--- src/rtl/avp_pkg.sv ---
// ----------------------------------------------------------------------------
// avp_pkg: shared types and constants for average pooling with activation
// Request and result words, configuration codes, activation codes, control
// groups passed between the position counter, the lanes and the top level.
// ----------------------------------------------------------------------------
`default_nettype none

package avp_pkg;

    // sample format
    localparam int DATA_W    = 16;
    localparam int FRAC_BITS = 8;
    localparam int LANES     = 8;

    // configuration register width and index width
    localparam int DIM_W     = 6;
    localparam int CFG_IDX_W = 2;

    // parameter defaults
    localparam int AVP_POOL_SIZE      = 2;
    localparam int AVP_MAX_COLS       = 32;
    localparam int AVP_MAX_ROWS       = 32;
    localparam int AVP_CHANNEL_GROUPS = 4;

    // h-swish constants: 3.0 and 6.0 in the sample format
    localparam int HS_D_W = 11;
    localparam logic signed [DATA_W-1:0] HS_THREE = DATA_W'(3 << FRAC_BITS);
    localparam logic [HS_D_W-1:0]        HS_SIX   = HS_D_W'(6 << FRAC_BITS);
    // d / 6 as multiply by reciprocal, exact for d up to 6.0
    localparam int HS_Q_W     = 9;
    localparam int HS_MUL_W   = 27;
    localparam int HS_RCP_SH  = 16;
    localparam logic [HS_MUL_W-1:0] HS_RCP_MUL = HS_MUL_W'(10923);

    typedef enum logic [CFG_IDX_W-1:0] {
        CFG_OUT_ROWS = 2'd0,
        CFG_OUT_COLS = 2'd1,
        CFG_CHANNELS = 2'd2,
        CFG_ACT_MODE = 2'd3
    } t_cfg_idx;

    typedef enum logic [1:0] {
        ACT_PASS   = 2'd0,
        ACT_RELU   = 2'd1,
        ACT_HSWISH = 2'd2
    } t_act_mode;

    typedef struct packed {
        logic signed [DATA_W-1:0] pix7;
        logic signed [DATA_W-1:0] pix6;
        logic signed [DATA_W-1:0] pix5;
        logic signed [DATA_W-1:0] pix4;
        logic signed [DATA_W-1:0] pix3;
        logic signed [DATA_W-1:0] pix2;
        logic signed [DATA_W-1:0] pix1;
        logic signed [DATA_W-1:0] pix0;
    } t_pix_req;

    typedef struct packed {
        logic signed [DATA_W-1:0] res7;
        logic signed [DATA_W-1:0] res6;
        logic signed [DATA_W-1:0] res5;
        logic signed [DATA_W-1:0] res4;
        logic signed [DATA_W-1:0] res3;
        logic signed [DATA_W-1:0] res2;
        logic signed [DATA_W-1:0] res1;
        logic signed [DATA_W-1:0] res0;
        logic                     tile_end;
    } t_res_word;

    // what the position counter reports for the request being accepted
    typedef struct packed {
        logic             first;
        logic             emit;
        logic             last;
        logic [LANES-1:0] mask;
    } t_pos_info;

    // per-cycle control common to all lanes
    typedef struct packed {
        logic rd_en;
        logic adv;
        logic wr_en;
        logic first;
        logic use_fwd;
    } t_lane_ctl;

endpackage

`default_nettype wire

--- src/rtl/avp_lane.sv ---
// ----------------------------------------------------------------------------
// avp_lane: one channel lane of the pooling datapath
// Column accumulator memory with read-modify-write, window average by
// reciprocal multiply, and ReLU / h-swish activation.
// ----------------------------------------------------------------------------
`default_nettype none

module avp_lane
    import avp_pkg::*;
#(
    parameter int POOL_SIZE = AVP_POOL_SIZE,
    parameter int MAX_COLS  = AVP_MAX_COLS
) (
    input  logic                     i_clk,
    input  t_lane_ctl                i_ctl,
    input  logic [((MAX_COLS > 1) ? $clog2(MAX_COLS) : 1)-1:0] i_rd_addr,
    input  logic [((MAX_COLS > 1) ? $clog2(MAX_COLS) : 1)-1:0] i_wr_addr,
    input  logic signed [DATA_W-1:0] i_pix,
    input  t_act_mode                i_mode,
    input  logic                     i_keep,
    output logic signed [DATA_W-1:0] o_res
);

    localparam int WIN_AREA = POOL_SIZE * POOL_SIZE;
    localparam int RCP_W    = 32;
    localparam int PROD_W   = DATA_W + RCP_W;
    localparam logic [RCP_W-1:0] AVG_RCP = RCP_W'((64'd1 << RCP_W) / WIN_AREA + 1);
    localparam int HSP_W    = DATA_W + HS_Q_W + 1;

    logic signed [DATA_W-1:0] r_mem [MAX_COLS];
    logic signed [DATA_W-1:0] r_rd, r_pix, r_fwd;
    logic signed [DATA_W-1:0] base, sum;

    logic signed [DATA_W-1:0] r_sum;
    logic [DATA_W-1:0]        mag;
    logic [PROD_W-1:0]        avg_prod;

    logic [DATA_W-1:0]        r_qmag;
    logic                     r_neg;
    logic signed [DATA_W-1:0] avg, hs_t;
    logic [HS_D_W-1:0]        hs_d;
    logic [HS_MUL_W-1:0]      hs_qprod;

    logic signed [DATA_W-1:0] r_a;
    logic [HS_Q_W-1:0]        r_q6;
    logic signed [HSP_W-1:0]  hs_p;
    logic signed [DATA_W-1:0] act;

    // accumulator memory
    always_ff @(posedge i_clk) begin
        if (i_ctl.rd_en) begin
            r_rd  <= r_mem[i_rd_addr];
            r_pix <= i_pix;
        end
    end

    always_ff @(posedge i_clk) begin
        if (i_ctl.wr_en) begin
            r_mem[i_wr_addr] <= sum;
            r_fwd            <= sum;
        end
    end

    // stage 1: window sum, wrapping
    assign base = i_ctl.first ? '0 : (i_ctl.use_fwd ? r_fwd : r_rd);
    assign sum  = base + r_pix;

    // stage 2: magnitude over window area, truncating toward zero
    assign mag      = r_sum[DATA_W-1] ? DATA_W'(-r_sum) : DATA_W'(r_sum);
    assign avg_prod = PROD_W'(mag) * PROD_W'(AVG_RCP);

    // stage 3: signed average, h-swish gate d/6
    assign avg  = r_neg ? -$signed(r_qmag) : $signed(r_qmag);
    assign hs_t = avg + HS_THREE;
    always_comb begin
        if (hs_t[DATA_W-1]) begin
            hs_d = '0;
        end else if (hs_t > $signed(DATA_W'(HS_SIX))) begin
            hs_d = HS_SIX;
        end else begin
            hs_d = hs_t[HS_D_W-1:0];
        end
    end
    assign hs_qprod = HS_MUL_W'(hs_d) * HS_RCP_MUL;

    // stage 4: gate times value, floor to format
    assign hs_p = $signed({1'b0, r_q6}) * r_a;

    always_comb begin
        case (i_mode)
            ACT_RELU:   act = r_a[DATA_W-1] ? '0 : r_a;
            ACT_HSWISH: act = hs_p[FRAC_BITS +: DATA_W];
            default:    act = r_a;
        endcase
    end

    assign o_res = i_keep ? act : '0;

    always_ff @(posedge i_clk) begin
        if (i_ctl.adv) begin
            r_sum  <= sum;
            r_qmag <= avg_prod[PROD_W-1 -: DATA_W];
            r_neg  <= r_sum[DATA_W-1];
            r_a    <= avg;
            r_q6   <= hs_qprod[HS_RCP_SH +: HS_Q_W];
        end
    end

endmodule

`default_nettype wire

--- config.mk ---
export PLATFORM = sky130hd
export DESIGN_NAME = avp_lane
export DESIGN_NICKNAME = d
export VERILOG_FILES = /design/src/rtl/avp_pkg.sv /design/src/rtl/avp_lane.sv
export SDC_FILE = /design/constraint.sdc
export NUM_CORES = 1
export LEC_CHECK = 0
export BUFFER_PORTS_ARGS = -buffer_cell sky130_fd_sc_hd__buf_2
export CORE_UTILIZATION = 55
export CTS_CLUSTER_SIZE = 12
export DETAILED_ROUTE_END_ITERATION = 7
export PLACE_DENSITY = 0.71
export SETUP_SLACK_MARGIN = 0.4
export SYNTH_ARGS = -nofsm -noshare
export SYNTH_HDL_FRONTEND = slang
export SYNTH_SLANG_ARGS = --single-unit
--- constraint.sdc ---
create_clock -name i_clk -period 11.1 [get_ports i_clk]
set_clock_uncertainty 0.1 [all_clocks]
set_input_delay 3.33 -clock i_clk [delete_from_list [all_inputs] [get_ports i_clk]]
set_output_delay 3.33 -clock i_clk [all_outputs]
set_load 0.005 [all_outputs]
## Yosys cells after proc, flatten, opt, wreduce, memory -nomap -nowiden

Memory sizes are Yosys's and may differ from the RTL's. A register that Yosys moved wholly into a read port is not among the register bits.
Index checks and enable logic that the tools add are counted.

| word-level totals | value |
|---|---|
| flip-flop bits (word level) | 89 |
| memory bits (writable) | 512 |
| input port bits | 35 |
| memories | 1 |

Memory list:

| name | depth | bits a word | rd ports | clocked after Yosys merged registers in | wr ports | RTL line | source |
|---|---|---|---|---|---|---|---|
| r_mem | 32 | 16 | 1 | 1 | 1 | avp_lane.sv:30 | `logic signed [DATA_W-1:0] r_mem [MAX_COLS];` |

| cells by class | value |
|---|---|
| add/subtract/negate cells | 4 |
| multipliers | 3 |
| magnitude comparators | 1 |
| equality and inequality tests | 2 |
| multiplexer cells | 11 |

Operator list:

| operator | number |
|---|---|
| $mux W16 | 5 |
| $mul A16 B31 Y47 const B | 1 |
| $pmux W16 S2 | 1 |
| $mul A11 B14 Y25 const B | 1 |
| $mul A10 B16 Y24 | 1 |
| $mux W11 | 2 |
| $add A16 B11 Y16 const B | 1 |
| $add A16 B16 Y16 | 1 |
| $gt A16 B12 Y1 const B | 1 |
| $neg A15 Y16 | 1 |
| $neg A16 Y16 | 1 |
| $mux W15 | 1 |
| $eq A2 B1 Y1 const B | 1 |
| $eq A2 B2 Y1 const B | 1 |
| $mux W1 | 2 |

## Logic depth before layout (Yosys ltp)

Gate-level depths: netlist of the first run.

| logic depth | value |
|---|---|
| depth after elaboration | 7 |
| mapped depth | 33 |
| gate-level depth less buffers | 32 |

## Worst setup path before layout of the first run

OpenSTA, ideal clock, no wires.

| timing | value |
|---|---|
| path kind | input-to-reg |
| start | in i_ctl[0] (netlist bit) |
| end | reg r_fwd[14], data pin |
| library setup time | 0.640 ns |
| arrival time | 8.446 ns |
| data required time | 10.360 ns |
| setup slack | 1.914 ns |
| stages | 17 |
| path through | clkbuf_1 -> clkbuf_1 -> mux2i_1 -> nor2_1 -> ha_1 -> inv_1 -> fa_1 -> inv_1 -> a21oi_1 -> o21ai_0 -> a21oi_1 -> o21ai_0 -> a21o_1 -> a21oi_1 -> a2bb2oi_1 -> a211oi_1 -> o311ai_0 |

| between the ends | value |
|---|---|
| word-level cells in the longest chain between the ends | 3 |

Ends and longest elaborated chain:

| element | RTL line | source |
|---|---|---|
| start: declaration | avp_lane.sv:15 | `input t_lane_ctl i_ctl,` |
| $mux W16 (2 in series) | avp_lane.sv:65 | `assign base = i_ctl.first ? '0 : (i_ctl.use_fwd ? r_fwd : r_rd);` |
| $add A16 B16 Y16 | avp_lane.sv:66 | `assign sum = base + r_pix;` |
| via sum[14] | avp_lane.sv:32 | `logic signed [DATA_W-1:0] base, sum;` |
| end signal: assignment | avp_lane.sv:60 | `r_fwd <= sum;` |
| end: declaration | avp_lane.sv:31 | `logic signed [DATA_W-1:0] r_rd, r_pix, r_fwd;` |

The timed path passes the listed nets, and every way through them passes these cells.
A chain may end at the register's enable or synchronous reset.

## Worst setup path after layout of the first run

| timing | value |
|---|---|
| start | reg r_q6[5] |
| end | out o_res[15] |

| between the ends | value |
|---|---|
| word-level cells in the longest chain between the ends | 3 |

Ends and longest elaborated chain:

| element | RTL line | source |
|---|---|---|
| start: declaration | avp_lane.sv:45 | `logic [HS_Q_W-1:0] r_q6;` |
| start signal: assignment | avp_lane.sv:105 | `r_q6 <= hs_qprod[HS_RCP_SH +: HS_Q_W];` |
| $mul A10 B16 Y24 | avp_lane.sv:87 | `assign hs_p = $signed({1'b0, r_q6}) * r_a;` |
| $pmux W16 S2 | avp_lane.sv:90 | `case (i_mode)` |
| $mux W16 | avp_lane.sv:97 | `assign o_res = i_keep ? act : '0;` |
| end: declaration | avp_lane.sv:21 | `output logic signed [DATA_W-1:0] o_res` |

No other way between the ends.

==> reports/metrics.csv, run 1 <==
stage,metric,value,unit
clock_network,cts bufs inserted,60,
detailed_routing,initial drt markers,1278,
synth,synth top area cells,"edfxtp_1, mux4_2, fa_1, ha_1, inv_1",
cells_and_area,Layout Nets,2409,
min_path,hold depth,1,
timing,Final Hold Viols,0,
synth,Post-synth top flop,edfxtp_1,
timing,Setup TNS Final,0,ps
timing,Tightest Pin Transition,1240,ps
placed_design,Port-buffer cells,50,
setup_path,R2R depth,30,
placed_design,dpl hpwl,42800,µm
clock_network,TritonCTS clock tree,built,
synth,Simple-Gate Fraction of Synth Area,5.81,%
timing,fin crit period,10350,ps
global_routing,vias in the first global route,17900,
cells_and_area,"commonest non-fill, non-tap cells in the layout","edfxtp_1, inv_1, mux4_2",
synth,Yosys warning count,0,
min_path,Hold Path Class,reg -> reg,
synth,post-synthesis mux area share,12.4,%
timing,final setup vio count,0,
placed_design,gp weighted congestion,0.852,
detailed_routing,met2 WL,34800,µm
setup_path,RR Endpoint,r_q6[8],
synth,largest family of logic cells by synthesized area,adder cells,
detailed_routing,final antenna-violating net count,0,
clock_network,clock sink count,616,
global_routing,final global-route overflow total,0,
floorplan,DIE WIDTH,243,µm
synth,Avg Inst Size Synth,16.0,µm²
clock_network,"Setup Fix Bufs, Post-CTS",0,
detailed_routing,DRT met1 WL,26600,µm
detailed_routing,final wirelength,67900,µm
synth,Syn Inst Count,1997,
timing,max_slew headroom,17.2,%
clock_network,root buffer cell,clkbuf_16,
clock_network,clk_lat worst skew,610,ps
global_routing,initial antenna violation count,1,
setup_path,Critical Path RT,7670,ps
global_routing,gr usage total,23.8,%
synth,number of synthesized register bits,616,
clock_network,post-cts repair resize count,0,
min_path,min-delay src,r_sum[8],
clock_network,# H-tree levels,2,
timing,Max Clock Freq,96.6,MHz
synth,cell area after synthesis,31900,µm²
detailed_routing,DRC,0,
timing,period utilization,93.2,%
detailed_routing,routed len/inst,23.7,µm
cells_and_area,"leading cell type in the layout, fill and taps excluded",edfxtp_1,
synth,Compound-Gate Fraction of Synth Area,2.89,%
detailed_routing,DR top layer,met4,
setup_path,r2r setup slk,1820,ps
synth,sequential area share after synthesis,57.9,%
clock_network,Post-CTS Hold Buffers,0,
timing,RSZ-0062 raised after global routing,no,
clock_network,clk buf depth,3,
synth,"FFs w/ async S/R, synth",0,%
detailed_routing,vias per cell,5.91,
global_routing,largest net degree at the start of global routing,66,
floorplan,Rows,87,
cells_and_area,Layout area overhead,9.61,%
synth,Post-Synth XOR/XNOR Area,1.97,%
synth,largest area contributor in the netlist,edfxtp_1,
setup_path,reg2reg start,r_qmag[0],
setup_path,critical setup path kind,reg -> out,
global_routing,first-pass GRT wire length,104000,µm
detailed_routing,metal3 WL,4030,µm
clock_network,clock slew seen by the registers of the worst setup and hold paths,60,ps
floorplan,die area,59000,µm²
detailed_routing,Initial DRT Pass Iterations,5,
synth,Synth Area in Adders,15.0,%
flow_run,max cap viols,0,
cells_and_area,share of cells above drive strength 1,18.1,%
floorplan,area of the core,56800,µm²
synth,top-area cell type share of the netlist area,57.9,%
floorplan,initial core utilization,56.2,%
setup_path,CP Launch Type,flop,
status,status,finished clean,
cells_and_area,n_diodes,0,
detailed_routing,Vias,16900,
synth,"EDFF count, synth",616,
floorplan,die span in y,243,µm
min_path,Hold Path Sink,r_qmag[6],
floorplan,number of top-level pins,51,
setup_path,Crit. End Element,primary output,
setup_path,crit path DAT,6920,ps
synth,Unique masters post-synth,69,
synth,syn_nets,2324,
setup_path,CP Max Fanout,16,
timing,"Slew Viols, Final",0,
-- kinds of logic after synthesis --
family                   after synthesis
multiplexers                         194
AND/OR/NAND/NOR                      359
XOR/XNOR                              72
AO/OA/AOI/OAI                        132
flip-flops                           616
adder cells (fa/ha/maj)              292
buffers and inverters                332
-- layer usage --
metal / up-vias / GRT usage, %
met5: - / 0
met1: 8746 / 30.6
met4: 0 / 8.71
li1: 7481 / -
met3: 128 / 3.41
met2: 563 / 41.2
-- synthesized netlist by cell type, types with 17 or more instances --
master,number
ha_1,140
fa_1,152
mux4_2,160
xnor2_1,53
a21oi_1,26
edfxtp_1,616
and2_1,92
nor2_1,84
clkbuf_1,60
o21ai_0,27
inv_1,251
nand2_1,81
mux2i_1,17
mux2_2,17
xor2_1,19
-- stage by stage --
stage | util [%] | instances | instance area, µm² | setup slack (ps) | hold WS, ps
2_1_floorplan | - | 1997 | 31900 | 1910 | 390
3_3_place_gp | 58.6 | 2774 | 33300 | 1400 | 448
3_5_place_dp | 58.6 | 2774 | 33300 | 1350 | 457
4_1_cts | 61.6 | 2861 | 35000 | 671 | 468
5_1_grt | 61.6 | 2863 | 35000 | 413 | 480
6_report | 61.6 | 2863 | 35000 | 751 | 463
-- critical path, stage by stage (launching register included) --
cell,delay [ps]
edfxtp_1,620
and2_1,260
fa_1,480
fa_1,500
inv_1,60
fa_1,530
inv_1,50
fa_1,500
fa_1,500
ha_1,360
a21o_1,190
a21oi_1,180
o21ai_0,100
a31oi_1,250
o21ai_0,220
o41a_1,390
and4_1,220
a2111oi_0,440
xnor2_1,130
o21ai_0,180
buf_2,170
-- how the worst max path moves through the flow --
stage | startpoint | to | slack, ps
3_3_place_gp | r_q6[3] | o_res[15] | 1400
5_1_grt | r_q6[5] | o_res[15] | 410
3_5_place_dp | r_q6[4] | o_res[15] | 1350
6_report | r_q6[5] | o_res[15] | 750
2_1_floorplan | i_ctl[0] | r_fwd[14] | 1910
4_1_cts | r_q6[6] | o_res[15] | 670
-- sequential cells by signal (all words and copies together), names as in the netlist --
register	flops
r_mem	512
r_a	16
r_neg	1
r_rd	16
r_q6	9
r_qmag	14
r_pix	16
r_sum	16
r_fwd	16
-- cell type report --
cell class | count | area (µm²)
clock buffer | 76 | 1580
clock inverter | 11 | 91.3
fill | 4099 | 21800
inverter | 251 | 942
multi-input combinational | 1049 | 12300
sequential | 616 | 18500
tap | 756 | 946
timing repair buffer | 104 | 667
Power of run 1 is not shown: default switching activity piles up to over one toggle a cycle in this logic, so the estimate is an artifact.
==> inputs of run 2 (changes only) <==
--- a/config.mk
+++ b/config.mk
@@ -7,6 +7,7 @@
 export LEC_CHECK = 0
 export BUFFER_PORTS_ARGS = -buffer_cell sky130_fd_sc_hd__buf_2
 export CORE_UTILIZATION = 55
+export CTS_BUF_LIST = sky130_fd_sc_hd__clkbuf_16
 export CTS_CLUSTER_SIZE = 12
 export DETAILED_ROUTE_END_ITERATION = 7
 export PLACE_DENSITY = 0.71
==> reports/metrics.csv, run 2 (synthesized netlist as in run 1, its figures left out) <==
stage,metric,value,unit,change
setup_path,crit path DAT,6920,ps,about the same
clock_network,clock sink count,616,,unchanged
clock_network,root buffer cell,clkbuf_16,,
detailed_routing,vias per cell,5.90,,-0.15%
min_path,Hold Path Class,reg -> reg,,
timing,Max Clock Freq,96.6,MHz,about the same
setup_path,CP most frequent cell,fa_1,,
detailed_routing,initial drt markers,1317,,+3.1%
detailed_routing,Initial DRT Pass Iterations,5,,unchanged
detailed_routing,routed len/inst,23.7,µm,about the same
min_path,hold depth,1,,unchanged
timing,Final Hold Viols,0,,unchanged
setup_path,critical setup path kind,reg -> out,,
cells_and_area,Layout Nets,2409,,unchanged
setup_path,CP Launch Type,flop,,
global_routing,first-pass GRT wire length,104000,µm,unchanged
timing,fin crit period,10350,ps,+5.12 ps
clock_network,clock slew seen by the registers of the worst setup and hold paths,60,ps,about the same
detailed_routing,final antenna-violating net count,0,,unchanged
global_routing,vias in the first global route,17900,,+0.0056%
flow_run,max cap viols,0,,unchanged
clock_network,clk buf depth,3,,unchanged
setup_path,cells along the critical path,"and2_1, fa_1, fa_1, inv_1, fa_1, inv_1, fa_1, fa_1, ha_1, a21o_1, a21oi_1, o21ai_0, a31oi_1, o21ai_0, o41a_1, and4_1, a2111oi_0, xnor2_1, o21ai_0, buf_2",,
setup_path,reg2reg start,r_qmag[0],,
placed_design,Port-buffer cells,50,,unchanged
timing,RSZ-0062 raised after global routing,no,,
floorplan,die span in y,243,µm,unchanged
placed_design,gp weighted congestion,0.852,,unchanged
global_routing,gr usage total,23.8,%,unchanged
clock_network,cts bufs inserted,60,,unchanged
timing,max_slew headroom,16.5,%,-0.69 points
setup_path,CP max-delay cell,edfxtp_1,,
clock_network,TritonCTS clock tree,built,,
timing,"Slew Viols, Final",0,,unchanged
timing,Tightest Pin Transition,1250,ps,+10.4 ps
setup_path,CP Max Fanout,16,,unchanged
cells_and_area,largest register by flop count,r_mem,,
global_routing,largest net degree at the start of global routing,66,,unchanged
cells_and_area,n_diodes,0,,unchanged
detailed_routing,final wirelength,67800,µm,about the same
cells_and_area,"leading cell type in the layout, fill and taps excluded",edfxtp_1,,
setup_path,Critical Path RT,7670,ps,about the same
setup_path,R2R depth,30,,unchanged
detailed_routing,Vias,16900,,-0.15%
min_path,Hold Path Sink,r_qmag[6],,
cells_and_area,Largest register FFs,512,,unchanged
timing,final setup vio count,0,,unchanged
global_routing,final global-route overflow total,0,,unchanged
cells_and_area,"commonest non-fill, non-tap cells in the layout","edfxtp_1, inv_1, mux4_2",,
timing,Setup TNS Final,0,ps,unchanged
floorplan,DIE WIDTH,243,µm,unchanged
min_path,min-delay src,r_sum[8],,
setup_path,RR Endpoint,r_q6[8],,
floorplan,die area,59000,µm²,unchanged
clock_network,clk_lat worst skew,620,ps,about the same
clock_network,# H-tree levels,2,,unchanged
detailed_routing,DRC,0,,unchanged
cells_and_area,Layout area overhead,9.61,%,unchanged
placed_design,dpl hpwl,42800,µm,unchanged
floorplan,number of top-level pins,51,,unchanged
floorplan,initial core utilization,56.2,%,unchanged
timing,period utilization,93.3,%,about the same
status,status,finished clean,,
floorplan,Rows,87,,unchanged
cells_and_area,share of cells above drive strength 1,18.1,%,unchanged
setup_path,Worst path max stage delay,620,ps,about the same
global_routing,initial antenna violation count,1,,unchanged
setup_path,Crit. End Element,primary output,,
setup_path,r2r setup slk,1820,ps,about the same
floorplan,area of the core,56800,µm²,unchanged
## run 2: cell count changes in the layout (fill, tap and decap cells not counted)
cell / delta
clkbuf_1: -15
inv_1: +15
## run 2: metrics by stage
step                hold WS, ps  util (%)  instances  cell area (µm²)  setup WS (ps)
finish                      463      61.6       2863            35000            746
global route                480      61.6       2863            35000            413
CTS                         468      61.6       2861            35000            671
detailed placement          457      58.6       2774            33300           1350
global placement            448      58.6       2774            33300           1400
floorplan                   390         -       1997            31900           1910
## run 2: critical path, delay by kind of cell (launching register included)
| family | cells | cell delay (ps) |
|---|---|---|
| AO/OA/AOI/OAI | 8 | 1950 |
| AND/OR/NAND/NOR | 2 | 480 |
| adder cells (fa/ha/maj) | 6 | 2870 |
| XOR/XNOR | 1 | 130 |
| flip-flops | 1 | 620 |
| buffers and inverters | 3 | 280 |
## run 2: final cells by class
cell class,instances,area (µm²)
fill,4099,21800
sequential,616,18500
multi-input combinational,1049,12300
clock buffer,61,1530
tap,756,946
inverter,251,942
timing repair buffer,104,667
clock inverter,26,148
## run 2: what timing repair did
action                     CTS  global route
gates resized for setup      0             0
buffers inserted             0             2
setup endpoints to repair    0             1
hold buffers                 0             0
## run 2: worst max path at each step
stage | startpoint | to | cells after the start
after floorplan | i_ctl[0] | r_fwd[14] | 17
after global placement | r_q6[3] | o_res[15] | 21
after detailed placement | r_q6[4] | o_res[15] | 20
after global routing | r_q6[5] | o_res[15] | 20
after CTS | r_q6[6] | o_res[15] | 20
final | r_q6[5] | o_res[15] | 20
## run 2: per-layer routing
metal	vias to the layer above	GRT usage (%)	part of all wire, %
li1	7480	-	-
met3	123	3.41	5.8
met5	-	0	0
met1	8748	30.6	39
met4	0	8.71	3.5
met2	542	41.2	51
Power of run 2 is left out for the same reason.
