--- config.mk ---
export PLATFORM = sky130hd
export DESIGN_NAME = avp_ctrl
export DESIGN_NICKNAME = d
export VERILOG_FILES = /design/src/rtl/avp_pkg.sv /design/src/rtl/avp_ctrl.sv
export SDC_FILE = /design/constraint.sdc
export NUM_CORES = 1
export LEC_CHECK = 0
export BUFFER_PORTS_ARGS = -buffer_cell sky130_fd_sc_hd__buf_2
export CELL_PAD_IN_SITES_DETAIL_PLACEMENT = 1
export CELL_PAD_IN_SITES_GLOBAL_PLACEMENT = 1
export CORE_UTILIZATION = 43
export CTS_CLUSTER_DIAMETER = 50
export CTS_CLUSTER_SIZE = 20
export DETAILED_ROUTE_END_ITERATION = 10
export GPL_TIMING_DRIVEN = 0
export PLACE_DENSITY_LB_ADDON = 0.1
export SLEW_MARGIN = 25
export SYNTH_ARGS = -nofsm -noshare
export SYNTH_HDL_FRONTEND = slang
export SYNTH_SLANG_ARGS = --single-unit
--- constraint.sdc ---
create_clock -name i_clk -period 6.65 [get_ports i_clk]
set_clock_uncertainty 0.1 [all_clocks]
set_input_delay 0.3325 -clock i_clk [delete_from_list [all_inputs] [get_ports i_clk]]
set_output_delay 0.3325 -clock i_clk [all_outputs]
set_load 0.005 [all_outputs]
--- src/rtl/avp_pkg.sv ---
// ----------------------------------------------------------------------------
// avp_pkg: shared types and constants for average pooling with activation
// Request and result words, configuration codes, activation codes, control
// groups passed between the position counter, the lanes and the top level.
// ----------------------------------------------------------------------------
`default_nettype none

package avp_pkg;

    // sample format
    localparam int DATA_W    = 16;
    localparam int FRAC_BITS = 8;
    localparam int LANES     = 8;

    // configuration register width and index width
    localparam int DIM_W     = 6;
    localparam int CFG_IDX_W = 2;

    // parameter defaults
    localparam int AVP_POOL_SIZE      = 2;
    localparam int AVP_MAX_COLS       = 32;
    localparam int AVP_MAX_ROWS       = 32;
    localparam int AVP_CHANNEL_GROUPS = 4;

    // h-swish constants: 3.0 and 6.0 in the sample format
    localparam int HS_D_W = 11;
    localparam logic signed [DATA_W-1:0] HS_THREE = DATA_W'(3 << FRAC_BITS);
    localparam logic [HS_D_W-1:0]        HS_SIX   = HS_D_W'(6 << FRAC_BITS);
    // d / 6 as multiply by reciprocal, exact for d up to 6.0
    localparam int HS_Q_W     = 9;
    localparam int HS_MUL_W   = 27;
    localparam int HS_RCP_SH  = 16;
    localparam logic [HS_MUL_W-1:0] HS_RCP_MUL = HS_MUL_W'(10923);

    typedef enum logic [CFG_IDX_W-1:0] {
        CFG_OUT_ROWS = 2'd0,
        CFG_OUT_COLS = 2'd1,
        CFG_CHANNELS = 2'd2,
        CFG_ACT_MODE = 2'd3
    } t_cfg_idx;

    typedef enum logic [1:0] {
        ACT_PASS   = 2'd0,
        ACT_RELU   = 2'd1,
        ACT_HSWISH = 2'd2
    } t_act_mode;

    typedef struct packed {
        logic signed [DATA_W-1:0] pix7;
        logic signed [DATA_W-1:0] pix6;
        logic signed [DATA_W-1:0] pix5;
        logic signed [DATA_W-1:0] pix4;
        logic signed [DATA_W-1:0] pix3;
        logic signed [DATA_W-1:0] pix2;
        logic signed [DATA_W-1:0] pix1;
        logic signed [DATA_W-1:0] pix0;
    } t_pix_req;

    typedef struct packed {
        logic signed [DATA_W-1:0] res7;
        logic signed [DATA_W-1:0] res6;
        logic signed [DATA_W-1:0] res5;
        logic signed [DATA_W-1:0] res4;
        logic signed [DATA_W-1:0] res3;
        logic signed [DATA_W-1:0] res2;
        logic signed [DATA_W-1:0] res1;
        logic signed [DATA_W-1:0] res0;
        logic                     tile_end;
    } t_res_word;

    // what the position counter reports for the request being accepted
    typedef struct packed {
        logic             first;
        logic             emit;
        logic             last;
        logic [LANES-1:0] mask;
    } t_pos_info;

    // per-cycle control common to all lanes
    typedef struct packed {
        logic rd_en;
        logic adv;
        logic wr_en;
        logic first;
        logic use_fwd;
    } t_lane_ctl;

endpackage

`default_nettype wire

--- src/rtl/avp_ctrl.sv ---
// ----------------------------------------------------------------------------
// avp_ctrl: window and tile position counter
// Tracks window column, pooled column, window row, pooled row and channel
// group; flags window start, window end, tile end and active lanes.
// ----------------------------------------------------------------------------
`default_nettype none

module avp_ctrl
    import avp_pkg::*;
#(
    parameter int POOL_SIZE      = AVP_POOL_SIZE,
    parameter int MAX_COLS       = AVP_MAX_COLS,
    parameter int MAX_ROWS       = AVP_MAX_ROWS,
    parameter int CHANNEL_GROUPS = AVP_CHANNEL_GROUPS
) (
    input  logic                   i_clk,
    input  logic                   i_rst_n,
    input  logic                   i_acc,
    input  logic [DIM_W-1:0]       i_out_rows,
    input  logic [DIM_W-1:0]       i_out_cols,
    input  logic [DIM_W-1:0]       i_channels,
    output logic [((MAX_COLS > 1) ? $clog2(MAX_COLS) : 1)-1:0] o_oc,
    output t_pos_info              o_info
);

    localparam int WIN_W = $clog2(POOL_SIZE);
    localparam int COL_W = (MAX_COLS > 1) ? $clog2(MAX_COLS) : 1;
    localparam int ROW_W = (MAX_ROWS > 1) ? $clog2(MAX_ROWS) : 1;
    localparam int GRP_W = (CHANNEL_GROUPS > 1) ? $clog2(CHANNEL_GROUPS) : 1;
    localparam int LIDX_W = DIM_W + 1;

    logic [WIN_W-1:0] r_wc, n_wc, r_wr, n_wr;
    logic [COL_W-1:0] r_oc, n_oc;
    logic [ROW_W-1:0] r_orow, n_orow;
    logic [GRP_W-1:0] r_grp, n_grp;

    logic [DIM_W-1:0] rows, cols;
    logic             col_wrap, row_wrap;
    logic [WIN_W-1:0] ewc, ewr;
    logic [COL_W-1:0] eoc;
    logic [ROW_W-1:0] eorow;
    logic             wc_last, wr_last, oc_last, orow_last, grp_last;

    // clamp tile dimensions to 1..max
    always_comb begin
        if (i_out_cols == '0) begin
            cols = DIM_W'(1);
        end else if (i_out_cols > DIM_W'(MAX_COLS)) begin
            cols = DIM_W'(MAX_COLS);
        end else begin
            cols = i_out_cols;
        end
        if (i_out_rows == '0) begin
            rows = DIM_W'(1);
        end else if (i_out_rows > DIM_W'(MAX_ROWS)) begin
            rows = DIM_W'(MAX_ROWS);
        end else begin
            rows = i_out_rows;
        end
    end

    // positions beyond a shrunk tile restart at zero
    assign col_wrap = DIM_W'(r_oc) >= cols;
    assign row_wrap = DIM_W'(r_orow) >= rows;
    assign eoc      = col_wrap ? '0 : r_oc;
    assign ewc      = col_wrap ? '0 : r_wc;
    assign eorow    = row_wrap ? '0 : r_orow;
    assign ewr      = row_wrap ? '0 : r_wr;

    assign wc_last   = ewc == WIN_W'(POOL_SIZE - 1);
    assign wr_last   = ewr == WIN_W'(POOL_SIZE - 1);
    assign oc_last   = DIM_W'(eoc) == cols - DIM_W'(1);
    assign orow_last = DIM_W'(eorow) == rows - DIM_W'(1);
    assign grp_last  = r_grp == GRP_W'(CHANNEL_GROUPS - 1);

    always_comb begin
        n_wc   = ewc;
        n_oc   = eoc;
        n_wr   = ewr;
        n_orow = eorow;
        n_grp  = r_grp;
        if (!wc_last) begin
            n_wc = ewc + WIN_W'(1);
        end else begin
            n_wc = '0;
            if (!oc_last) begin
                n_oc = eoc + COL_W'(1);
            end else begin
                n_oc = '0;
                if (!wr_last) begin
                    n_wr = ewr + WIN_W'(1);
                end else begin
                    n_wr = '0;
                    if (!orow_last) begin
                        n_orow = eorow + ROW_W'(1);
                    end else begin
                        n_orow = '0;
                        n_grp  = grp_last ? '0 : r_grp + GRP_W'(1);
                    end
                end
            end
        end
    end

    always_ff @(posedge i_clk) begin
        if (!i_rst_n) begin
            r_wc   <= '0;
            r_oc   <= '0;
            r_wr   <= '0;
            r_orow <= '0;
            r_grp  <= '0;
        end else if (i_acc) begin
            r_wc   <= n_wc;
            r_oc   <= n_oc;
            r_wr   <= n_wr;
            r_orow <= n_orow;
            r_grp  <= n_grp;
        end
    end

    assign o_oc = eoc;

    always_comb begin
        o_info.first = (ewc == '0) && (ewr == '0);
        o_info.emit  = wc_last && wr_last;
        o_info.last  = wc_last && wr_last && oc_last && orow_last && grp_last;
        for (int k = 0; k < LANES; k++) begin
            o_info.mask[k] = (LIDX_W'({r_grp, 3'b000}) + LIDX_W'(k)) <
                             LIDX_W'(i_channels);
        end
    end

endmodule

`default_nettype wire

After elaboration in Yosys (flattened, before gate mapping)
Cells that the tools add are included.

Add/subtract/negate cells: 14. Order comparisons: 12. Equality and inequality tests: 3. Mux-type cells: 19. Bitwise gates (word level): 2. Reduce and logical (&&, ||, !) cells: 8.

Operators with widths (count): $lt 6x6->1 (7); $mux 5 (8); $add 5x3->6 const B (4); $mux 6 (4); $add 5x2->6 const B (2); $eq 5x6->1 (2); $ge 5x6->1 (2); $gt 6x6->1 const B (2); $logic_not 6->1 (2); $sub 6x1->6 const B (2); $add 5x1->5 const B (2); $add 5x1->6 const B (1); $lt 5x6->1 (1); $mux 1 (6); $logic_and 1x1->1 (5); $reduce_and 5->1 (1); $add 1x1->1 const B (2); $add 2x1->2 const B (1); $eq 2x2->1 const B (1); $mux 2 (1); $not 1->1 (2).

Bits in registers: 14. Input port bits: 21. Output and inout port bits: 16. Word-level logic and storage cells: 63.

Logic depth before layout (Yosys ltp)
Gate-level depths: netlist of run 1.

Word-level depth: 10. Mapped depth: 14.

Worst setup path before layout of run 1
Ideal clock, no wire load.

Kind: input to register. Start point: in i_out_rows[2]. End point: reg r_orow[3]. Library setup time: 120 ps. Data arrival time: 3070 ps. Path slack: 3361 ps. Stages: 14. Path buffers: 2. Cell sequence: buf_6 -> or4_4 -> a21oi_1 -> inv_1 -> ha_1 -> buf_2 -> xor2_1 -> a211o_1 -> o31ai_2 -> mux2i_1 -> and4bb_2 -> nand4b_1 -> nor3_1 -> a211o_1.

Cells in the longest elaborated chain, start to end: 10. Elaborated cells on any way between the ends: 14. Classes of those cells: add/sub: 2; order compare: 2; eq/ne: 1; mux: 8; reduce/logical: 1.

Ends and longest elaborated chain: from (decl) (RTL line avp_ctrl.sv:19) `input logic [DIM_W-1:0] i_out_rows,`; $gt 6x6->1 (RTL line avp_ctrl.sv:55) `end else if (i_out_rows > DIM_W'(MAX_ROWS)) begin`; $mux 6 (RTL line avp_ctrl.sv:55); $mux 6 * (RTL line avp_ctrl.sv:53) `if (i_out_rows == '0) begin`; $ge 5x6->1 (RTL line avp_ctrl.sv:64) `assign row_wrap = DIM_W'(r_orow) >= rows;`; $mux 5 (RTL line avp_ctrl.sv:67) `assign eorow = row_wrap ? '0 : r_orow;`; $add 5x1->5 or $eq 5x6->1 (tied branches) (RTL line avp_ctrl.sv:95, avp_ctrl.sv:73); $mux 5 (RTL line avp_ctrl.sv:94) `if (!orow_last) begin`; $mux 5 (RTL line avp_ctrl.sv:90) `if (!wr_last) begin`; $mux 5 (RTL line avp_ctrl.sv:86) `if (!oc_last) begin`; $mux 5 * (RTL line avp_ctrl.sv:82) `if (!wc_last) begin`; to (signal assigned) (RTL line avp_ctrl.sv:116) `r_orow <= n_orow;`; to (decl) (RTL line avp_ctrl.sv:34) `logic [ROW_W-1:0] r_orow, n_orow;`.

Every way passes the cells marked *; elsewhere a longest branch is shown, timed or not. A chain may end at the register's enable or synchronous reset.

==> results of run 1 <==
## power breakdown
part           internal (mW)  total [mW]  switching [mW]
sequential            0.0849      0.0858        0.000949
clock                 0.0526      0.0869          0.0343
combinational         0.0291      0.0708          0.0417
## per-layer routing
layer | GRT usage, % | part of all wire [%]
met2 | 39.4 | 47
met4 | 4.89 | 0.52
met3 | 2.60 | 2.2
met1 | 32.0 | 51
met5 | 0 | 0
## placed cells by master (no fill, tap or decap), drive strengths merged, types with 4 or more instances in the layout
cell type   n
dfxtp      14
nor2       14
inv        20
nand3      11
a21oi      14
clkbuf      8
or2         4
nand2b      5
nor3        8
nand2      20
a21boi      5
buf        37
and3        4
and2        5
ha         19
xor2        4
o21ai      12
nor2b       6
## layout make-up
class / instances / area [um^2]
repair buffers: 35 / 175
plain buffers: 6 / 31.3
flip-flops and latches: 14 / 280
clock buffers: 4 / 55.1
inverters: 20 / 75.1
multi-input cells: 193 / 1350
fillers: 525 / 1740
well taps: 48 / 60.1
## metrics by stage
| stage | hold WS (ns) | cell area (um^2) |
|---|---|---|
| after floorplan | 0.357 | 1740 |
| after global placement | 0.378 | 1970 |
| after detailed placement | 0.385 | 1970 |
| after CTS | 0.370 | 2030 |
| after global routing | 0.394 | 2030 |
| final | 0.369 | 2030 |
## flip-flops by register name, summed over array words and instances (netlist names)
signal  cells
r_grp       2
r_wr        1
r_oc        5
r_orow      5
r_wc        1
## worst max-delay path, delay by kind of cell
kind	cells	cell delay, ns
fa+ha+maj	1	0.26
simple gates	4	1.08
mux	1	0.32
compound gates	3	1.21
buf+inv	2	0.24
## kinds of logic (layout without fill, tap and decap cells)
logic type,count (synthesis),count (layout),share of synthesized area [%]
buf+inv,26,65,6.12
xor+xnor,7,7,3.53
compound gates,64,64,25.3
fa+ha+maj,19,19,13.7
flops,14,14,16.1
mux,3,3,1.73
simple gates,100,100,33.5
## worst min-delay path by stage
stage / startpoint / to / slack, ns
floorplan: r_wr / r_wr / 0.36
global placement: r_wr / r_wr / 0.38
detailed placement: r_wr / r_wr / 0.38
CTS: i_acc / r_wc / 0.37
global route: i_acc / r_orow[1] / 0.39
finish: i_acc / r_wc / 0.37
==> metrics.md, run 1 <==
| Metric | Value |
|---|---|
| Status | `finished, final reports clean` |
| Cells on Worst Hold Path | `3` |
| Initial Utilization | `46.1%` |
| Fraction of layout instances using a drive strength above 1 | `19.5%` |
| R2R depth | `10` |
| Top cell by count, worst path | `buf_2` |
| N_diodes | `0` |
| DR WL/cell | `15.1 um` |
| Asr flop ratio synth | `0%` |
| Pwr/cell area | `120 nW/um^2` |
| Clock Tree Buf Depth | `2` |
| Drt drc | `0` |
| CP startpoint | `i_out_cols[3]` |
| Ys Warns | `0` |
| Worst skew pair latency | `0.25 ns` |
| Root Buffer | `clkbuf_8` |
| Worst r2r src | `r_oc[0]` |
| Cts bufs inserted | `3` |
| RSZ-0062 raised after global routing | `false` |
| Finished Core Util | `53.8%` |
| CP max stage delay | `0.81 ns` |
| CTS Hold Bufs | `0` |
| Via count | `1838` |
| Top cell type's share of synthesized area | `16.1%` |
| Clk pin slew, worst setup/hold paths | `0.06 ns` |
| I/O pin cnt | `37` |
| Slack of the worst reg-to-reg path | `3.06 ns` |
| Pin count of the biggest net entering global routing | `11` |
| RePlAce Congestion | `0.810` |
| Measured slew at the worst slew-check pin | `0.959 ns` |
| Clock period minus worst slack | `3.88 ns` |
| Vias in the first global route | `1718` |
| Post-Synthesis Cells | `233` |
| Post-Place Cells | `316` |
| Maxcap violations | `0` |
| GR Util All Layers | `23.5%` |
| Synth unique cells | `61` |
| Max Clk Rate | `257 MHz` |
| Rows | `22` |
| Total wire length | `4820 um` |
| Setup Fix Bufs, Post-CTS | `0` |
| Leak pwr | `0.882 nW` |
| PostCTS Resize Cnt | `0` |
| Slew HR | `35.2%` |
| Top area cells in the synthesized netlist | `dfxtp_1 (16%), ha_1 (14%), inv_1 (4.3%)` |
| Drt first-iter violations | `54` |
| Slew Viols, Final | `0` |
| Post-DP HPWL | `3770 um` |
| Dpl ws | `2.70 ns` |
| Die Area | `4300 um^2` |
| Final Total Pwr | `0.244 mW` |
| Non-Filler Instances | `320` |
| Worst Path Required | `6.22 ns` |
| Syn-to-layout area delta | `16.7%` |
| Die Ht | `65.6 um` |
| Vias per cell | `5.74` |
| CP Capture Point | `o_info[8]` |
| First-pass GRT wire length | `7910 um` |
| Initial antenna violation count | `0` |
| Routed Antenna Nets | `0` |
| CTS tree | `done` |
| Synth top cells by count | `inv_1 (20), nand2_1 (20), ha_1 (19)` |
| Final period utilization | `58.4%` |
| Crit-path slowest cell | `a41oi_1` |
| Crit Path Class | `input pin to output port` |
| Drt pass-1 iters | `4` |
| Nets | `313` |
| Post-synthesis sequential area ratio | `16.1%` |
| Top FF cell, synth | `dfxtp_1` |
| Port bufs | `35` |
| Hold Crit Class | `input pin to register` |
| Post-synthesis register bit count | `14` |
| Grt ovf | `0` |
| EDFF count, synth | `0` |
| FF-to-FF End | `r_orow[4]` |
| Mapped Area | `1740 um^2` |
| Setup TNS Final | `0 ns` |
| Worst setup EP type | `output port` |
| Largest area contributor in the netlist | `dfxtp_1` |
| Crit Path Max Fanout | `10` |
| Num Clock Sinks | `14` |
| Die width | `65.6 um` |
| Max IR drop VDD | `0.0707 mV` |
| Total core area | `3770 um^2` |
| Critical path, cell by cell | `buf_2 > nor4_1 > o21a_1 > ha_1 > nor2b_1 > o21ai_0 > a41oi_1 > mux2i_1 > nor4b_4 > and3_1 > buf_2` |
| Mapped Nets | `273` |
| Final Setup Violations | `0` |
| Mean Syn Cell Area | `7.46 um^2` |
| Final Hold Fails | `0` |
| Worst EP arrival | `3.45 ns` |
| Worst setup SP type | `input pin` |
| Final setup margin | `2.77 ns` |
| Clock H-tree levels | `1` |
Power figures use the tool's default switching activity.
==> run 2, diff against run 1 <==
--- a/config.mk
+++ b/config.mk
@@ -8,7 +8,7 @@
 export BUFFER_PORTS_ARGS = -buffer_cell sky130_fd_sc_hd__buf_2
 export CELL_PAD_IN_SITES_DETAIL_PLACEMENT = 1
 export CELL_PAD_IN_SITES_GLOBAL_PLACEMENT = 1
-export CORE_UTILIZATION = 43
+export CORE_UTILIZATION = 36
 export CTS_CLUSTER_DIAMETER = 50
 export CTS_CLUSTER_SIZE = 20
 export DETAILED_ROUTE_END_ITERATION = 10
==> constraint.sdc (replaced) <==
create_clock -name i_clk -period 3.2 [get_ports i_clk]
set_clock_uncertainty 0.1 [all_clocks]
set_input_delay 0.16 -clock i_clk [delete_from_list [all_inputs] [get_ports i_clk]]
set_output_delay 0.16 -clock i_clk [all_outputs]
set_load 0.005 [all_outputs]
==> run 2 against run 1 <==
  * Global-route usage is 2.4 points lower
  * Power increased by 110%
  * Critical endpoint is now r_orow[4]
  * Register-to-register slack worse by 2.8 ns
  * Cell area is 6.2% higher
  * First-iteration DRC count down 54%
  * Count of clock-buffer cells in the layout is the same
  * Critical path depth increased by 1
  * Critical path type is now input pin to register
  * Via count is 1.8% higher
  * Routed wire length is 6.4% higher
  * Core utilization decreased by 5.9 points
  * Sequential share of layout area decreased by 0.81 points
==> metrics.md, run 2 (same netlist as run 1, synthesis figures left out) <==
| Metric | Value |
|---|---|
| Drt drc | `0 (unchanged)` |
| Initial antenna violation count | `0 (unchanged)` |
| CTS tree | `done` |
| Status | `finished, final reports clean` |
| Initial Utilization | `38.6% (-7.5 points)` |
| Worst EP arrival | `3.15 ns (-0.30 ns)` |
| Dpl ws | `-0.483 ns (-3.18 ns)` |
| Worst Path Required | `3.24 ns (-2.98 ns)` |
| Setup TNS Final | `0 ns (unchanged)` |
| Rows | `24 (+9.1%)` |
| Slew Viols, Final | `0 (unchanged)` |
| R2R depth | `11 (+1)` |
| Most common cell after layout, fill and taps aside | `buf_2` |
| Maxcap violations | `0 (unchanged)` |
| Crit Path Class | `input pin to register` |
| Final Hold Fails | `0 (unchanged)` |
| Final Setup Violations | `0 (unchanged)` |
| Die width | `71.5 um (+9.0%)` |
| Post-DP HPWL | `3950 um (+4.7%)` |
| Register area | `280 um^2 (unchanged)` |
| Worst skew pair latency | `0.25 ns (about the same)` |
| Syn-to-layout area delta | `24.0%` |
| Drt pass-1 iters | `4 (unchanged)` |
| Clock Tree Buf Depth | `2 (unchanged)` |
| Slew HR | `62.6% (+27 points)` |
| Vias per cell | `5.65 (-1.6%)` |
| Total core area | `4500 um^2 (+19%)` |
| Final period utilization | `97.2%` |
| Pin count of the biggest net entering global routing | `11 (unchanged)` |
| Sequential power share | `34.3% (-0.9 points)` |
| Port bufs | `35 (unchanged)` |
| Worst setup SP type | `input pin` |
| Fraction of layout instances using a drive strength above 1 | `25.1% (+5.6 points)` |
| Max IR drop VDD | `0.139 mV (+97%)` |
| Cts bufs inserted | `3 (unchanged)` |
| Drt first-iter violations | `25 (-54%)` |
| Die Area | `5110 um^2 (+19%)` |
| CTS Hold Bufs | `0 (unchanged)` |
| Nets | `320 (+2.2%)` |
| Sw Ratio | `31.6% (about the same)` |
| Clk pwr share | `34.3% (-1.4 points)` |
| Clk pin slew, worst setup/hold paths | `0.06 ns (about the same)` |
| Final setup margin | `0.0908 ns (-2.67 ns)` |
| Routed Antenna Nets | `0 (unchanged)` |
| Max Clk Rate | `322 MHz` |
| Vias in the first global route | `1827 (+6.3%)` |
| Die Ht | `71.5 um (+9.0%)` |
| Combinational share of power | `31.3% (+2.2 points)` |
| Hold Crit Class | `input pin to register` |
| Num Clock Sinks | `14 (unchanged)` |
| Measured slew at the worst slew-check pin | `0.546 ns (-0.413 ns)` |
| I/O pin cnt | `37 (unchanged)` |
| Leak pwr | `0.924 nW (+4.8%)` |
| Top cell by count, worst path | `o21ai_1` |
| Multi-input gate area | `1410 um^2 (+4.6%)` |
| Clock period minus worst slack | `3.11 ns` |
| Top delay family on crit path | `simple AND/OR/NAND/NOR gates` |
| CP max stage delay | `0.57 ns (-0.24 ns)` |
| First-pass GRT wire length | `8650 um (+9.2%)` |
| RePlAce Congestion | `0.761 (-6.1%)` |
| WP buf/inv | `1 (-1)` |
| Critical path depth in cells | `12 (+1)` |
| GR Util All Layers | `21.1% (-2.4 points)` |
| Biggest regs | `r_oc (5), r_orow (5), r_grp (2)` |
| Fillers | `588 (+12%)` |
| Cells on Worst Hold Path | `3 (unchanged)` |
| N_diodes | `0 (unchanged)` |
| Pwr/cell area | `241 nW/um^2 (+100%)` |
| Clock H-tree levels | `1 (unchanged)` |
| Crit Path Max Fanout | `5 (-5)` |
| Most frequent cells in the layout | `buf_2 (35), inv_1 (20), nand2_1 (20)` |
| Critical path, cell by cell | `buf_2 > or4_4 > a21oi_4 > ha_1 > nor3b_2 > o21ai_1 > a31oi_1 > and3_1 > nor4b_4 > o21ai_1 > and2_1 > a211o_1` |
| Crit-path slowest cell | `or4_4` |
| Total wire length | `5130 um (+6.4%)` |
| Net Switching | `0.164 mW (+110%)` |
| Root Buffer | `clkbuf_8` |
| Power Internal | `0.355 mW (+110%)` |
| DR WL/cell | `15.5 um (+2.8%)` |
| Worst setup EP type | `register` |
| Via count | `1871 (+1.8%)` |
| Grt ovf | `0 (unchanged)` |
run 2: area by class of cell:
type	instances	share of cell area, %
Tap cell	52	3.02
Timing Repair Buffer	42	10.6
Clock buffer	4	2.56
Sequential cell	14	13.0
Buffer	6	1.74
Inverter	20	3.48
Multi-Input combinational cell	193	65.6
run 2: final timing paths:
check	to	start	slack [ns]
max	r_orow[4]	i_out_rows[4]	0.09
max reg2reg	r_orow[4]	r_oc[0]	0.22
min	r_wc	i_acc	0.19
min reg2reg	r_wr	r_wr	0.40
run 2: per-layer routing:
| metal | track usage, % | share of wire, % |
|---|---|---|
| met1 | 26.2 | 46 |
| met2 | 38.3 | 51 |
| met3 | 1.97 | 2.0 |
| met4 | 6.75 | 1.1 |
| met5 | 0 | 0 |
run 2: timing repair:
item | CTS | global route
endpoints found under the setup margin | 9 | 11
setup buffers | 1 | 6
resized for setup | 3 | 14
pin swaps | 2 | 9
run 2: tightest hold or removal path, stage by stage:
cell and delay [ns]:
buf_2 0.16, o21ai_0 0.10, nor2_1 0.08
run 2: power by group through the flow:
stage	logic [mW]	registers (mW)	clock network [mW]
after detailed placement	0.146	0.182	0
after global routing	0.183	0.178	0.193
after global placement	0.143	0.182	0
after floorplan	0.0962	0.181	0
after CTS	0.149	0.178	0.184
final	0.163	0.178	0.178
run 2: through the flow:
stage | instances | utilization, % | power, mW | hold WS (ns) | area [um^2]
after floorplan | 233 | - | 0.278 | 0.227 | 1740
after global placement | 320 | 43.9 | 0.325 | 0.372 | 1980
after detailed placement | 320 | 43.9 | 0.328 | 0.390 | 1980
after CTS | 325 | 45.7 | 0.511 | 0.186 | 2060
after global routing | 331 | 47.8 | 0.554 | 0.215 | 2150
final | 331 | 47.8 | 0.519 | 0.190 | 2150
==> run 3, diff against run 2 <==
--- a/config.mk
+++ b/config.mk
@@ -8,7 +8,8 @@
 export BUFFER_PORTS_ARGS = -buffer_cell sky130_fd_sc_hd__buf_2
 export CELL_PAD_IN_SITES_DETAIL_PLACEMENT = 1
 export CELL_PAD_IN_SITES_GLOBAL_PLACEMENT = 1
-export CORE_UTILIZATION = 36
+export CORE_UTILIZATION = 37
+export CTS_BUF_LIST = sky130_fd_sc_hd__clkbuf_8
 export CTS_CLUSTER_DIAMETER = 50
 export CTS_CLUSTER_SIZE = 20
 export DETAILED_ROUTE_END_ITERATION = 10
==> run 3 against run 2 <==
  * Die area shrank 2.6%
  * Sequential power is essentially flat
  * Critical path depth grew 2
  * Power shrank 5.0%
  * Sequential share of layout area shrank 0.068 points
  * Via count shrank 0.11%
  * Register-to-register slack gained 0.04 ns
  * Largest cell class unchanged
==> metrics.md, run 3 (same netlist as run 1, synthesis figures left out) <==
| Metric | Value |
|---|---|
| CTS Hold Bufs | `0 (unchanged)` |
| CTS tree | `done` |
| Measured slew at the worst slew-check pin | `0.559 ns (+0.0134 ns)` |
| Crit Path Max Fanout | `10 (+5)` |
| Worst EP arrival | `3.11 ns (-0.04 ns)` |
| CP Capture Point | `r_orow[3]` |
| Slack of the worst reg-to-reg path | `0.26 ns (+0.04 ns)` |
| DP Area | `1980 um^2 (unchanged)` |
| Fillers | `581 (-1.2%)` |
| Final period utilization | `96.1% (-1.1 points)` |
| First-pass GRT wire length | `8220 um (-4.9%)` |
| Routed length on met3 | `106 um (+5.0%)` |
| Post-Layout Inst Area | `2170 um^2 (+0.52%)` |
| Clock H-tree levels | `1 (unchanged)` |
| Routed Antenna Nets | `0 (unchanged)` |
| Die Ht | `70.5 um (-1.3%)` |
| Port bufs | `35 (unchanged)` |
| Most frequent cells in the layout | `buf_2 (35), nand2_1 (20), inv_1 (19)` |
| Vias in the first global route | `1688 (-7.6%)` |
| Total core area | `4440 um^2 (-1.3%)` |
| Worst setup SP type | `input pin` |
| Num Clock Sinks | `14 (unchanged)` |
| Initial Utilization | `39.1% (+0.52 points)` |
| Die width | `70.5 um (-1.3%)` |
| Critical path depth in cells | `14 (+2)` |
| Top delay family on crit path | `simple AND/OR/NAND/NOR gates` |
| Vias per cell | `5.68 (+0.50%)` |
| Crit Path Class | `input pin to register` |
| Initial antenna violation count | `0 (unchanged)` |
| Biggest regs | `r_oc (5), r_orow (5), r_grp (2)` |
| Drt pass-1 iters | `4 (unchanged)` |
| Leak pwr | `0.907 nW (-1.8%)` |
| WL met2 | `2530 um (-3.5%)` |
| Worst setup EP type | `register` |
| Via count | `1869 (-0.11%)` |
| Grt ovf | `0 (unchanged)` |
| Clock period minus worst slack | `3.07 ns (-0.0346 ns)` |
| R2R depth | `10 (-1)` |
| Clock Tree Buf Depth | `2 (unchanged)` |
| Crit-path slowest cell | `or4_4` |
| Worst r2r src | `r_oc[0]` |
| GR Util All Layers | `20.1% (-0.96 points)` |
| RePlAce Congestion | `0.756 (-0.62%)` |
| Total wire length | `5120 um (-0.16%)` |
| Syn-to-layout area delta | `24.6%` |
| Max Clk Rate | `325 MHz (+1.1%)` |
| Routed met1 length | `2470 um (+5.4%)` |
| Worst skew pair latency | `0.25 ns (about the same)` |
| Setup TNS Final | `0 ns (unchanged)` |
| Slew Viols, Final | `0 (unchanged)` |
| Status | `finished, final reports clean` |
| Max IR drop VDD | `0.269 mV (+93%)` |
| DR WL/cell | `15.6 um (+0.45%)` |
| Maxcap violations | `0 (unchanged)` |
| Rows | `24 (unchanged)` |
| I/O pin cnt | `37 (unchanged)` |
| WP buf/inv | `3 (+2)` |
| Final Setup Violations | `0 (unchanged)` |
| Register area | `280 um^2 (unchanged)` |
| N_diodes | `0 (unchanged)` |
| Post-DP HPWL | `3790 um (-4.1%)` |
| Slew HR | `62.2% (-0.36 points)` |
| Cts bufs inserted | `3 (unchanged)` |
| Clk pin slew, worst setup/hold paths | `0.06 ns (about the same)` |
| FF-to-FF End | `r_orow[3]` |
| CP max stage delay | `0.55 ns (-0.02 ns)` |
| Drt first-iter violations | `83 (+230%)` |
| Fraction of layout instances using a drive strength above 1 | `26.7% (+1.6 points)` |
| Pin count of the biggest net entering global routing | `11 (unchanged)` |
| Root Buffer | `clkbuf_8` |
| Top sig layer | `met4` |
| Hold Crit Class | `input pin to register` |
| Most common cell after layout, fill and taps aside | `buf_2` |
| Critical path, cell by cell | `buf_2 > or4_4 > a21oi_4 > inv_2 > ha_2 > buf_6 > or4b_2 > o211ai_1 > o31ai_2 > mux2i_1 > and4bb_2 > nand4b_1 > nor3_2 > a211o_1` |
| Multi-input gate area | `1450 um^2 (+2.3%)` |
| Drt drc | `0 (unchanged)` |
| Pwr/cell area | `228 nW/um^2 (-5.5%)` |
| Worst Path Required | `3.24 ns (about the same)` |
| CP startpoint | `i_out_rows[4]` |
| Die Area | `4980 um^2 (-2.6%)` |
| Final Hold Fails | `0 (unchanged)` |
| Nets | `319 (-0.31%)` |
==> run 3: changes by cell type in the layout (fill, tap and decap cells not counted), sizes merged <==
cell / before / now
buf: 44 / 43
clkbuf: 8 / 7
==> run 3: through the flow <==
stage | hold slack (ns) | setup WS [ns] | power [mW] | instances | utilization [%]
finish | 0.210 | 0.125 | 0.493 | 329 | 48.7
global placement | 0.386 | -0.605 | 0.326 | 320 | 44.5
CTS | 0.201 | 0.0140 | 0.479 | 324 | 46.3
detailed placement | 0.379 | -0.658 | 0.329 | 320 | 44.5
global route | 0.236 | -0.0178 | 0.523 | 329 | 48.7
floorplan | 0.227 | 0.0831 | 0.278 | 233 | -
==> run 3: worst reg2reg max path, cell delays in order, from the launching register on <==
cell and delay [ns]:
dfxtp_1 0.43, inv_1 0.09, ha_1 0.28, nor2b_1 0.04
o21ai_1 0.30, a41oi_4 0.25, mux2i_2 0.27, nor4b_4 0.41
o21ai_1 0.16, and2_1 0.22, a211o_1 0.29
==> run 3: area by class of cell <==
type / instances / share of cell area [%]
Clock buffer: 3 / 1.91
Timing Repair Buffer: 41 / 10.2
Tap cell: 52 / 3.00
Buffer: 6 / 1.73
Sequential cell: 14 / 12.9
Multi-Input combinational cell: 193 / 66.8
Inverter: 20 / 3.47
==> run 3: worst min path at each step <==
stage,to,startpoint,depth (start not counted)
finish,r_orow[1],i_acc,3
global route,r_orow[1],i_acc,3
global placement,r_wr,r_wr,2
floorplan,r_wc,i_acc,2
detailed placement,r_wr,r_wr,2
CTS,r_orow[1],i_acc,3
==> run 3: power breakdown <==
part	internal, mW	switching [mW]
logic	0.0716	0.0968
registers	0.176	0.00180
clock network	0.0832	0.0632
total	0.331	0.162
==> run 3: what timing repair did <==
item / 4_1_cts / 5_1_grt
pin swaps: 1 / 8
gates resized for setup: 5 / 19
setup buffers: 1 / 5
setup endpoints to repair: 13 / 11
==> run 3: per-layer routing <==
metal / vias to the layer above / global-route usage (%)
met3: 2 / 2.99
met5: - / 0
met2: 24 / 34.1
met1: 893 / 28.4
li1: 950 / -
met4: 0 / 1.33
